===== src/design/gcl_pkg.sv =====
// ---------------------------------------------------------------------------
// gcl_pkg
// shared constants, types and helpers of the graph convolution layer
// ---------------------------------------------------------------------------
package gcl_pkg;

  localparam int NODE_CAP  = 64;
  localparam int EDGE_CAP  = 512;
  localparam int IN_W      = 16;
  localparam int OUT_W     = 16;

  localparam int NODE_BITS = $clog2(NODE_CAP);
  localparam int EDGE_BITS = $clog2(EDGE_CAP);
  localparam int RP_DEPTH  = NODE_CAP + 1;
  localparam int ROOT_ONE  = 32'h4000_0000;

  typedef enum logic [2:0] {
    CMD_FEATURE   = 3'd0,
    CMD_WEIGHT    = 3'd1,
    CMD_BIAS      = 3'd2,
    CMD_ROW_PTR   = 3'd3,
    CMD_COL_IDX   = 3'd4,
    CMD_TRANSFORM = 3'd5,
    CMD_AGGREGATE = 3'd6,
    CMD_NONE      = 3'd7
  } cmd_e;

  typedef enum logic [3:0] {
    S_IDLE, S_TMAC, S_TRP0, S_TRP1, S_TRP2, S_TSQ,
    S_ARP0, S_ARP1, S_ARP2, S_AEDGE, S_ACOL, S_AINV, S_AMAC, S_AOUT
  } state_t;

  typedef struct packed {
    logic        feat_we;
    logic [9:0]  feat_addr;
    logic [15:0] feat_wd;
    logic        wt_we;
    logic [7:0]  wt_addr;
    logic [15:0] wt_wd;
    logic        bias_we;
    logic [3:0]  bias_addr;
    logic [15:0] bias_wd;
    logic        rp_we;
    logic [6:0]  rp_addr;
    logic [9:0]  rp_wd;
    logic        col_we;
    logic [8:0]  col_addr;
    logic [5:0]  col_wd;
    logic        tr_we;
    logic [9:0]  tr_addr;
    logic [15:0] tr_wd;
    logic        inv_we;
    logic [5:0]  inv_addr;
    logic [15:0] inv_wd;
  } mem_req_t;

  typedef struct packed {
    logic [15:0] feat;
    logic [15:0] wt;
    logic [15:0] bias;
    logic [9:0]  rp;
    logic [5:0]  col;
    logic [15:0] tr;
    logic [15:0] inv;
  } mem_rsp_t;

  function automatic logic [15:0] sat16(input logic signed [27:0] v);
    logic [15:0] r;
    if (v > 28'sd32767) r = 16'h7fff;
    else if (v < -28'sd32768) r = 16'h8000;
    else r = v[15:0];
    return r;
  endfunction

endpackage


===== src/design/gcl_isqrt.sv =====
// ---------------------------------------------------------------------------
// gcl_isqrt
// inverse root of a degree, floor(32768/sqrt(deg)), one result bit per square and compare
// ---------------------------------------------------------------------------
module gcl_isqrt (
  input  logic        clk,
  input  logic        rst,
  input  logic        start,
  input  logic [9:0]  deg,
  output logic        done,
  output logic [15:0] root
);
  import gcl_pkg::*;

  logic        run;
  logic        phase;
  logic [3:0]  bitpos;
  logic [9:0]  deg_r;
  logic [31:0] sq;
  logic [15:0] trial;
  logic [41:0] prod;

  assign trial = root | (16'd1 << bitpos);
  assign prod  = sq * 42'(deg_r);

  always_ff @(posedge clk) begin
    if (rst) begin
      run  <= 1'b0;
      done <= 1'b0;
    end else begin
      done <= 1'b0;
      if (start) begin
        run    <= (deg != 10'd0);
        done   <= (deg == 10'd0);
        phase  <= 1'b0;
        bitpos <= 4'd15;
        deg_r  <= deg;
        root   <= 16'd0;
      end else if (run) begin
        phase <= ~phase;
        if (!phase) begin
          sq <= trial * trial;
        end else begin
          if (prod <= 42'(ROOT_ONE)) root <= trial;
          bitpos <= bitpos - 4'd1;
          if (bitpos == 4'd0) begin
            run  <= 1'b0;
            done <= 1'b1;
          end
        end
      end
    end
  end

endmodule


===== config.mk =====
export PLATFORM = sky130hd
export DESIGN_NAME = gcl_isqrt
export DESIGN_NICKNAME = d
export VERILOG_FILES = /design/src/design/gcl_pkg.sv /design/src/design/gcl_isqrt.sv
export SDC_FILE = /design/constraint.sdc
export NUM_CORES = 1
export LEC_CHECK = 0
export ABC_AREA = 1
export BUFFER_PORTS_ARGS = -buffer_cell sky130_fd_sc_hd__buf_2
export CORE_MARGIN = 1
export CORE_UTILIZATION = 60
export DETAILED_ROUTE_END_ITERATION = 10
export GPL_ROUTABILITY_DRIVEN = 0
export PLACE_DENSITY = 0.76
export SLEW_MARGIN = 20
export SYNTH_ARGS = -nofsm -noshare
export SYNTH_HDL_FRONTEND = slang
export SYNTH_SLANG_ARGS = --single-unit

===== constraint.sdc =====
create_clock -name clk -period 19.05 [get_ports clk]
set_input_delay 2.8575 -clock clk [delete_from_list [all_inputs] [get_ports clk]]
set_output_delay 2.8575 -clock clk [all_outputs]
set_load 0.05 [all_outputs]

==> metrics.log <==
[metrics] status: completed
[metrics] hold violation total from the final report: 0
[metrics] starting utilization of the core area: 60.9%
[metrics] most numerous cell on the critical path: nand2_1
[metrics] final max-slew violation count: 0
[metrics] critical path launch point type: register
[metrics] antenna violations before repair: 0
[metrics] Clock Tree Root: clkbuf_16
[metrics] vias after detailed routing: 16500
[metrics] required time at the worst-slack endpoint: 19010 ps
[metrics] residual antenna-violating net count after detailed routing: 0
[metrics] Chip Width: 186 µm
[metrics] Max FO, Critical Path: 31
[metrics] wire length of the first global-routing pass: 84400 µm
[metrics] detailed-router iteration count before antenna repair: 6
[metrics] cell count after synthesis: 2653
[metrics] share of async-settable or async-resettable flops after synthesis: 0%
[metrics] die extent in y: 186 µm
[metrics] synthesis-stage register bit count: 64
[metrics] CP peak stage delay: 1070 ps
[metrics] Yosys warning total: 0
[metrics] cell family contributing the most delay on the critical path: adder cells
[metrics] worst setup path class: register to register
[metrics] per-cell via count in the routed design: 5.34
[metrics] kind of end point of the critical path: register
[metrics] Critical R2R Launch: deg_r[7]$_DFFE_PP_
[metrics] die area: 0.0347 mm²
[metrics] portion of the post-synthesis area used by sequential elements: 9.34%
[metrics] largest net degree at the start of global routing: 32
[metrics] Layout Nets: 3215
[metrics] final setup fails: 0
[metrics] hpwl dp: 41200 µm
[metrics] number of max-cap violations: 0
[metrics] number of flops mapped to enable cells by yosys: 62
[metrics] via count of the first global-routing pass: 17700
[metrics] top post-synthesis cells by area: fa_1, nand2_1, inv_1
[metrics] final period demand of the worst path: 7200 ps
[metrics] layout cell share with drive strength beyond 1: 2.85%
[metrics] RSZ-0062 raised after global routing: false
[metrics] insertion delay of the later-clocked pin in the worst-skew pair: 340 ps
[metrics] global routing usage summed across all routing layers: 31.4%
[metrics] synthesized area: 0.0204 mm²
[metrics] hold_buf cts: 0
[metrics] Starting DRT DRC Count: 1104
[metrics] clock transition at the registers of the reported paths: 50 ps
[metrics] final-layout setup total negative slack: 0 ps
[metrics] Worst Clk Skew: 9.15 ps
[metrics] average wire length per cell after detail routing: 16.4 µm
[metrics] Relative slew margins: 23.2%
[metrics] number of buffers added for setup after CTS: 0
[metrics] worst hold path startpoint: run$_SDFF_PP0_
[metrics] final cycle utilization of the critical path: 37.8%
[metrics] maximum clock rate: 139 MHz
[metrics] slew at the pin with the worst max-slew slack: 1150 ps
[metrics] post-synthesis cell type count: 43
[metrics] Crit. Startpoint: deg_r[7]$_DFFE_PP_
[metrics] count of cells resized by post-cts repair: 0
[metrics] most used flip-flop cell after synthesis: edfxtp_1
[metrics] placeable core area: 0.0334 mm²
[metrics] CP max stage cell: edfxtp_1
[metrics] number of I/O pins: 30
[metrics] number of buffers created by CTS: 9
[metrics] Ant. Diodes: 0
[metrics] number of placement rows: 67
[metrics] CTS H-tree depth: 3
[metrics] Crit path arrival time: 7160 ps
[metrics] Max Buffers Root-to-Sink: 2
[metrics] growth of design area from synthesis to finish: 4.54%
[metrics] TritonCTS clock tree: done
[metrics] remaining global-route overflow: 0
[metrics] share of the synthesized area in the top cell type: 39.3%
[metrics] total wire length: 50600 µm
[metrics] kind of path behind the tightest hold check: register to register
[metrics] Clock Sink Count: 64
[metrics] Syn Area/Cell: 7.68 µm²
[metrics] detailed-route DRC error count: 0
[metrics] Worst Path Buf+Inv: 6
[metrics] cell accounting for the most synthesized area: fa_1
[metrics] # port buffers: 29
[cells in the mapped netlist, types with 4 or more instances]
cell type,number
ha_1,172
nand3_1,60
xor2_1,33
buf_1,4
nand2_1,783
nand3b_1,5
a31oi_1,11
xnor2_1,17
o21ai_0,17
nor4_1,5
nor3_1,8
nor2_1,115
nand4_1,16
nor2_2,4
o21ai_1,8
a21oi_1,63
o21bai_1,5
fa_1,400
nand2_2,4
clkbuf_1,76
o21ai_2,4
a21o_1,4
edfxtp_1,62
inv_1,748
[logic make-up after synthesis]
group,synth area share (%)
DFF,9.34
AOI/OAI and AO/OA,3.78
and+or+nand+nor,19.5
xor gates and xnor gates,2.15
buffers and inverters,15.4
other,0.0369
adders and majority gates,49.9
[routing by layer]
layer	vias to the layer above	wire length, µm	track usage [%]
met4	0	2480	15.3
met3	163	3610	4.15
met1	8054	19400	37.6
li1	7606	-	-
met5	-	0	0
met2	655	25100	55.8
[sequential cells by signal, indices dropped and copies added, names as in the netlist]
signal	flops
root	16
phase	1
sq	31
done	1
bitpos	4
run	1
deg_r	10
[path summary, 6_finish.rpt]
kind,slack (ps),end,cells past startpoint
worst max-delay path,11850,root[15]$_SDFFCE_PP0P_,26
worst min-delay path,520,run$_SDFF_PP0_,2
worst max register to register,11850,root[15]$_SDFFCE_PP0P_,26
worst min register to register,520,run$_SDFF_PP0_,2
[per-stage QoR]
step	instance area, µm²	std cells	hold WS (ps)	utilization [%]	setup WS, ps
2_1_floorplan	20400	2659	456	-	12470
3_3_place_gp	20900	3062	476	62.3	12010
3_5_place_dp	20900	3063	504	62.4	11860
4_1_cts	21200	3079	516	63.4	11840
5_1_grt	21300	3083	524	63.7	11360
6_report	21300	3083	519	63.7	11850
[worst min-delay path, stage by stage (launching register included)]
cell and delay [ps]:
dfxtp_1 320, nand3_1 90, a21oi_1 60
[final cells by class]
cell class / instances / area, µm²
multi-input combinational: 1763 / 15400
fill: 2855 / 12200
inverter: 749 / 2810
sequential: 64 / 1900
tap: 448 / 561
timing repair buffer: 43 / 325
clock buffer: 13 / 260
clock inverter: 3 / 65.1
[cells in the final DEF, fill, tap and decap left out, types with 9 or more instances in the layout]
cell type  Yosys  final
xor2_1        33     33
ha_1         172    172
buf_4          0      9
edfxtp_1      62     62
buf_2          3     29
nand3_1       60     60
a31oi_1       11     11
nand4_1       16     16
nand2_1      783    783
inv_1        748    748
fa_1         400    400
xnor2_1       17     17
o21ai_0       17     17
clkbuf_16      0      9
a21oi_1       63     63
nor2_1       115    115
Power is not shown: default switching activity piles up to over one toggle a cycle in this logic, so the estimate is an artifact.
