[src/design/gcl_pkg.sv]
// ---------------------------------------------------------------------------
// gcl_pkg
// shared constants, types and helpers of the graph convolution layer
// ---------------------------------------------------------------------------
package gcl_pkg;

  localparam int NODE_CAP  = 64;
  localparam int EDGE_CAP  = 512;
  localparam int IN_W      = 16;
  localparam int OUT_W     = 16;

  localparam int NODE_BITS = $clog2(NODE_CAP);
  localparam int EDGE_BITS = $clog2(EDGE_CAP);
  localparam int RP_DEPTH  = NODE_CAP + 1;
  localparam int ROOT_ONE  = 32'h4000_0000;

  typedef enum logic [2:0] {
    CMD_FEATURE   = 3'd0,
    CMD_WEIGHT    = 3'd1,
    CMD_BIAS      = 3'd2,
    CMD_ROW_PTR   = 3'd3,
    CMD_COL_IDX   = 3'd4,
    CMD_TRANSFORM = 3'd5,
    CMD_AGGREGATE = 3'd6,
    CMD_NONE      = 3'd7
  } cmd_e;

  typedef enum logic [3:0] {
    S_IDLE, S_TMAC, S_TRP0, S_TRP1, S_TRP2, S_TSQ,
    S_ARP0, S_ARP1, S_ARP2, S_AEDGE, S_ACOL, S_AINV, S_AMAC, S_AOUT
  } state_t;

  typedef struct packed {
    logic        feat_we;
    logic [9:0]  feat_addr;
    logic [15:0] feat_wd;
    logic        wt_we;
    logic [7:0]  wt_addr;
    logic [15:0] wt_wd;
    logic        bias_we;
    logic [3:0]  bias_addr;
    logic [15:0] bias_wd;
    logic        rp_we;
    logic [6:0]  rp_addr;
    logic [9:0]  rp_wd;
    logic        col_we;
    logic [8:0]  col_addr;
    logic [5:0]  col_wd;
    logic        tr_we;
    logic [9:0]  tr_addr;
    logic [15:0] tr_wd;
    logic        inv_we;
    logic [5:0]  inv_addr;
    logic [15:0] inv_wd;
  } mem_req_t;

  typedef struct packed {
    logic [15:0] feat;
    logic [15:0] wt;
    logic [15:0] bias;
    logic [9:0]  rp;
    logic [5:0]  col;
    logic [15:0] tr;
    logic [15:0] inv;
  } mem_rsp_t;

  function automatic logic [15:0] sat16(input logic signed [27:0] v);
    logic [15:0] r;
    if (v > 28'sd32767) r = 16'h7fff;
    else if (v < -28'sd32768) r = 16'h8000;
    else r = v[15:0];
    return r;
  endfunction

endpackage

[src/design/gcl_ctrl.sv]
// ---------------------------------------------------------------------------
// gcl_ctrl
// command decode and sequencer for transform and aggregate over the memories
// ---------------------------------------------------------------------------
module gcl_ctrl (
  input  logic              clk,
  input  logic              rst,
  input  logic              start,
  output logic              busy,
  input  logic [2:0]        command,
  input  logic [6:0]        node,
  input  logic [3:0]        in_feature,
  input  logic [3:0]        out_feature,
  input  logic [15:0]       value,
  input  logic [8:0]        edge_position,
  input  logic [5:0]        neighbour,
  input  logic [9:0]        edge_offset,
  input  logic              cfg_valid,
  input  logic [6:0]        cfg_data,
  output gcl_pkg::mem_req_t req,
  input  gcl_pkg::mem_rsp_t rsp,
  output logic              sq_start,
  output logic [9:0]        sq_deg,
  input  logic              sq_done,
  input  logic [15:0]       sq_root,
  output logic              out_valid,
  output logic [5:0]        out_node,
  output logic [3:0]        out_index,
  output logic [15:0]       out_value,
  output logic              last
);
  import gcl_pkg::*;

  state_t state, state_next;
  logic [6:0]  node_count;
  logic [5:0]  node_r;
  logic [4:0]  cnt;
  logic [3:0]  o_cnt;
  logic        pend;
  logic [3:0]  pend_k;
  logic signed [27:0] acc_t;
  logic [9:0]  s_ptr, e_ptr, p_ptr;
  logic [15:0] inv_i;
  logic [5:0]  j_r;
  logic [16:0] coef;
  logic signed [25:0] acc_a [0:OUT_W-1];

  logic        accept, node_ok, row_done, edge_ok;
  logic signed [31:0] prod_t;
  logic signed [27:0] sum_t;
  logic signed [33:0] prod_a;
  logic [31:0] coef_full;

  assign busy     = (state != S_IDLE);
  assign accept   = start && !busy;
  assign node_ok  = (node < node_count) && (node < 7'(NODE_CAP));
  assign row_done = pend && (pend_k == 4'(OUT_W - 1));
  assign edge_ok  = (p_ptr < e_ptr) && (p_ptr < 10'(EDGE_CAP));

  // transform datapath: truncated product plus bias or running sum
  assign prod_t = $signed(rsp.feat) * $signed(rsp.wt);
  assign sum_t  = ((pend_k == 4'd0) ? 28'(signed'(rsp.bias)) : acc_t)
                + 28'(signed'(prod_t[31:8]));
  // aggregate datapath: coefficient times transformed value
  assign prod_a    = $signed({1'b0, coef}) * $signed(rsp.tr);
  assign coef_full = inv_i * rsp.inv;
  assign sq_deg    = (rsp.rp > s_ptr) ? (rsp.rp - s_ptr) : 10'd0;

  always_comb begin
    state_next = state;
    unique case (state)
      S_IDLE: begin
        if (accept && node_ok && command == CMD_TRANSFORM) state_next = S_TMAC;
        else if (accept && node_ok && command == CMD_AGGREGATE) state_next = S_ARP0;
      end
      S_TMAC:  if (row_done && o_cnt == 4'(OUT_W - 1)) state_next = S_TRP0;
      S_TRP0:  state_next = S_TRP1;
      S_TRP1:  state_next = S_TRP2;
      S_TRP2:  state_next = S_TSQ;
      S_TSQ:   if (sq_done) state_next = S_IDLE;
      S_ARP0:  state_next = S_ARP1;
      S_ARP1:  state_next = S_ARP2;
      S_ARP2:  state_next = S_AEDGE;
      S_AEDGE: state_next = edge_ok ? S_ACOL : S_AOUT;
      S_ACOL:  state_next = S_AINV;
      S_AINV:  state_next = S_AMAC;
      S_AMAC:  if (row_done) state_next = S_AEDGE;
      S_AOUT:  if (o_cnt == 4'(OUT_W - 1)) state_next = S_IDLE;
      default: state_next = S_IDLE;
    endcase
  end

  always_comb begin
    req = '0;
    req.feat_addr = {node_r, cnt[3:0]};
    req.wt_addr   = {cnt[3:0], o_cnt};
    req.bias_addr = o_cnt;
    req.tr_addr   = {node_r, o_cnt};
    req.tr_wd     = sat16(sum_t);
    req.inv_addr  = node_r;
    req.inv_wd    = sq_root;
    req.col_addr  = p_ptr[8:0];
    req.rp_addr   = {1'b0, node_r};
    sq_start      = 1'b0;
    unique case (state)
      S_IDLE: begin
        req.feat_addr = {node[5:0], in_feature};
        req.feat_wd   = value;
        req.feat_we   = accept && command == CMD_FEATURE && node_ok;
        req.wt_addr   = {in_feature, out_feature};
        req.wt_wd     = value;
        req.wt_we     = accept && command == CMD_WEIGHT;
        req.bias_addr = out_feature;
        req.bias_wd   = value;
        req.bias_we   = accept && command == CMD_BIAS;
        req.rp_addr   = node;
        req.rp_wd     = edge_offset;
        req.rp_we     = accept && command == CMD_ROW_PTR && node <= 7'(NODE_CAP);
        req.col_addr  = edge_position;
        req.col_wd    = neighbour;
        req.col_we    = accept && command == CMD_COL_IDX;
      end
      S_TMAC:  req.tr_we = row_done;
      S_TRP1:  req.rp_addr = 7'(node_r) + 7'd1;
      S_TRP2:  sq_start = 1'b1;
      S_TSQ:   req.inv_we = sq_done;
      S_ARP1:  req.rp_addr = 7'(node_r) + 7'd1;
      S_ACOL:  req.inv_addr = rsp.col;
      S_AMAC:  req.tr_addr = {j_r, cnt[3:0]};
      default: ;
    endcase
  end

  always_ff @(posedge clk) begin
    if (rst) begin
      state      <= S_IDLE;
      node_count <= 7'd0;
      out_valid  <= 1'b0;
    end else begin
      state     <= state_next;
      out_valid <= (state == S_AOUT);
      if (cfg_valid) node_count <= cfg_data;
    end
  end

  always_ff @(posedge clk) begin
    unique case (state)
      S_IDLE: begin
        node_r <= node[5:0];
        cnt    <= 5'd0;
        o_cnt  <= 4'd0;
        pend   <= 1'b0;
      end
      S_TMAC, S_AMAC: begin
        if (cnt != 5'(IN_W)) cnt <= cnt + 5'd1;
        pend   <= (cnt != 5'(IN_W));
        pend_k <= cnt[3:0];
        if (state == S_TMAC && pend) acc_t <= sum_t;
        if (state == S_AMAC && pend)
          acc_a[pend_k] <= acc_a[pend_k] + 26'(signed'(prod_a[33:15]));
        if (row_done) begin
          cnt  <= 5'd0;
          pend <= 1'b0;
          if (state == S_TMAC) o_cnt <= o_cnt + 4'd1;
          else p_ptr <= p_ptr + 10'd1;
        end
      end
      S_TRP1, S_ARP1: s_ptr <= rsp.rp;
      S_ARP2: begin
        e_ptr <= rsp.rp;
        inv_i <= rsp.inv;
        p_ptr <= s_ptr;
        for (int i = 0; i < OUT_W; i++) acc_a[i] <= '0;
      end
      S_AEDGE: o_cnt <= 4'd0;
      S_ACOL:  j_r <= rsp.col;
      S_AINV:  coef <= coef_full[31:15];
      S_AOUT: begin
        out_node  <= node_r;
        out_index <= o_cnt;
        out_value <= sat16(28'(acc_a[o_cnt]));
        last      <= (o_cnt == 4'(OUT_W - 1));
        o_cnt     <= o_cnt + 4'd1;
      end
      default: ;
    endcase
  end

endmodule

[config.mk]
export PLATFORM = sky130hd
export DESIGN_NAME = gcl_ctrl
export DESIGN_NICKNAME = d
export VERILOG_FILES = /design/src/design/gcl_pkg.sv /design/src/design/gcl_ctrl.sv
export SDC_FILE = /design/constraint.sdc
export NUM_CORES = 2
export LEC_CHECK = 0
export BUFFER_PORTS_ARGS = -buffer_cell sky130_fd_sc_hd__buf_2
export CELL_PAD_IN_SITES_DETAIL_PLACEMENT = 2
export CELL_PAD_IN_SITES_GLOBAL_PLACEMENT = 2
export CORE_ASPECT_RATIO = 0.6
export CORE_MARGIN = 2
export CORE_UTILIZATION = 40
export DETAILED_ROUTE_END_ITERATION = 8
export PLACE_DENSITY_LB_ADDON = 0.1
export REMOVE_ABC_BUFFERS = 1
export SLEW_MARGIN = 20
export SYNTH_ARGS = -nofsm -noshare
export SYNTH_HDL_FRONTEND = slang
export SYNTH_SLANG_ARGS = --single-unit
[constraint.sdc]
create_clock -name clk -period 14.43 [get_ports clk]
set_clock_uncertainty 0.2 [all_clocks]
set_input_delay 2.886 -clock clk [delete_from_list [all_inputs] [get_ports clk]]
set_output_delay 2.886 -clock clk [all_outputs]
set_load 0.03 [all_outputs]
==> metrics.md <==
| Metric | Value |
|---|---|
| Status | finished, violations left |
| Failing checks | negative setup slack |
| Hold endpoint | acc_a[14][19]$_SDFFE_PP0P_ |
| Final WL | 239.8 mm |
| Total congestion overflow | 0 |
| Pin count of the biggest net entering global routing | 134 |
| DR WL/cell | 27.59 um |
| Initial Util | 0.4051 |
| Core footprint | 0.1453 mm2 |
| Horiz. Die Dim | 499.2 um |
| Port Buffer Count | 347 |
| Hpwl dp | 175.6 mm |
| Syn_area_per_cell | 9.183 um2 |
| Min cycle time layout | 14.67 ns |
| Data arrival time of the worst path | 11.58 ns |
| Post-Layout Cell Count | 8,694 |
| Synth Instances | 6,408 |
| Slowest cell on crit path | fa_2 |
| First-pass GRT wire length | 356.9 mm |
| Final Hold Viols | 0 |
| Num CTS Buffers | 67 |
| Sequential area share after synthesis | 0.2218 |
| Die Y | 301.1 um |
| Initial antenna violation count | 16 |
| Most instantiated library cell after synthesis | nand2_1 |
| Hold crit path type | reg2reg |
| GPL Wtd Cong | 0.8993 |
| Clock transition at the registers of the reported paths | 0.06 ns |
| Asr flop ratio synth | 0 |
| Starting DRT DRC Count | 4,120 |
| Vias in the first global route | 54,930 |
| Hold Crit Depth | 2 |
| Reg2reg end | acc_a[1][25]$_SDFFE_PP0P_ |
| FF+latch count, synth | 580 |
| Area of the die | 0.1503 mm2 |
| Layout area overhead | 14.38% |
| Crit Path Category | in2out |
| Top cells by area, synth | fa_1 (23%), dfxtp_1 (15%), mux4_2 (10%) |
| Least-Margin Pin Slew | 1.084 ns |
| TritonCTS clock tree | built |
| Max Freq | 0.06818 GHz |
| Vias post-DR | 50,200 |
| Final worst slack | -0.2371 ns |
| First-pass DRT Iterations | 6 |
| Synth Flop Type | dfxtp_1 |
| Fillers | 15,410 |
| Max-slew violations | 0 |
| FP Rows | 108 |
| Mapped Area | 0.05885 mm2 |
| GRT Resource Usage Total | 0.3132 |
| Via density per instance | 5.774 |
| Post-synth EDFFs | 144 |
| Setup-failing EPs final | 15 |
| Ys Warns | 0 |
| Hold path start | acc_a[14][19]$_SDFFE_PP0P_ |
| Post-synth top cells | nand2_1 (1,136), inv_1 (831), fa_1 (664), dfxtp_1 (436), a21oi_1 (385) |
| RSZ-0062 raised after global routing | true |
| R2r setup slk | 3.39 ns |
| Post-Place Cells | 8,518 |
| Reg2reg start | coef[6]$_DFFE_PP_ |
| WP data required | 11.34 ns |
| Critical Path Most Common Cell | fa_1 |
| Max clock buf depth | 3 |
| Worst path max stage delay | 0.60 ns |
| Root Driver | clkbuf_16 |
| Synth area leader | fa_1 |
| CP Max Fanout | 8 |
| Startpoint types | primary input |
| H-tree depth | 3 |
| Worst R2R Path Depth | 36 |
| Setup crit end kind | output port |
| Tcrit/Tclk final | 1.016 |
| Clk sinks | 580 |
| Insertion delay to the later sink of the worst-skew pair | 0.69 ns |
| Antenna violation net count after detailed routing | 0 |
| Max Cap Viol | 0 |
| Fraction of layout cells with a size suffix above 1 | 0.1874 |
| Drt drc | 0 |
| Top cell type's share of synthesized area | 0.2259 |
| Slew headroom | 0.2739 |
| Cell variety after synth | 87 |
| Nets | 7,944 |
| Top Ports | 380 |
[worst max-delay path, delay by kind of cell]
kind,cells,cell delay [ns]
adders and majority gates,8,3.90
and+or+nand+nor,6,1.00
muxes,1,0.11
xor gates and xnor gates,2,0.54
AOI/OAI and AO/OA,7,1.47
buffers and inverters,13,1.65
[worst max-delay path by stage]
stage,slack (ns),end,cells past startpoint,from
final,-0.24,req[34],37,rsp[65]
after CTS,0.02,req[27],37,rsp[93]
after detailed placement,-0.38,req[33],37,rsp[68]
after global placement,-0.1,req[30],37,rsp[87]
after global routing,-0.40,req[32],40,rsp[65]
after floorplan,-0.48,req[30],28,rsp[65]
[flip-flops by register name (all words and copies together) (netlist names), 4 cells and up, named ones only]
name	count
acc_a	416
acc_t	28
cnt	5
coef	17
e_ptr	10
inv_i	16
j_r	6
node_count	7
node_r	6
o_cnt	4
out_index	4
out_node	6
out_value	16
p_ptr	10
pend_k	4
s_ptr	10
state	4
[routing by layer]
layer | vias up | track usage | share of wire
met2 | 1577 | 0.4590 | 0.43
met3 | 244 | 0.05204 | 0.070
met5 | - | 0 | 0.00018
met1 | 26770 | 0.4906 | 0.49
met4 | 8 | 0.04523 | 0.015
li1 | 21610 | - | -
[logic make-up (layout without fill, tap and decap cells)]
family	after synthesis	count (layout)	synth area share
other	0	4	0
flip-flops	580	580	0.2218
multiplexers	285	285	0.1041
AO/OA/AOI/OAI	830	830	0.08611
buffers and inverters	1273	1630	0.08560
XOR/XNOR	123	123	0.01856
adder cells (fa/ha/maj)	1047	1047	0.3073
AND/OR/NAND/NOR	2270	2270	0.1765
[metrics by stage]
stage               cell area (um2)  worst slack (ns)  hold slack, ns    util  setup TNS [ns]
floorplan                     56930           -0.4787          0.2385       -          -6.609
global placement              63510          -0.09653          0.2498  0.4372         -0.6343
detailed placement            63520           -0.3779          0.2635  0.4373          -4.037
CTS                           66360           0.01658          0.2721  0.4568               0
global route                  67300           -0.3978          0.2949  0.4633          -5.669
finish                        67310           -0.2371          0.2720  0.4634          -3.140
[cell usage in the layout (no fill, tap or decap), types with 103 or more instances in the layout]
cell | synthesis | routed
a21oi_1 | 385 | 367
and2_1 | 326 | 319
buf_2 | 21 | 312
buf_4 | 58 | 297
dfxtp_1 | 436 | 428
edfxtp_1 | 144 | 144
fa_1 | 664 | 642
ha_1 | 383 | 371
inv_1 | 831 | 819
mux4_2 | 260 | 260
nand2_1 | 1136 | 1135
nand3_1 | 107 | 103
nor2_1 | 353 | 330
o21ai_0 | 130 | 121
[what timing repair did]
action / CTS / global route
pin swaps: 59 / 87
endpoints found under the setup margin: 16 / 16
hold buffers: 0 / 0
resized for setup: 97 / 175
cloned: 2 / 3
setup buffers: 22 / 29
[area by class of cell]
class / instances / area (um2) / share of cell area
sequential: 580 / 13070 / 0.1942
antenna: 4 / 10.01 / 0.0001487
timing repair buffer: 678 / 4706 / 0.06991
multi-input combinational: 4555 / 41750 / 0.6202
clock buffer: 101 / 2016 / 0.02995
clock inverter: 19 / 221.5 / 0.003290
inverter: 832 / 3131 / 0.04651
tap: 1925 / 2409 / 0.03578
Power is left out: the tool's default activity adds up to more than one toggle a clock period on the data nets, which glitch-free logic cannot reach.
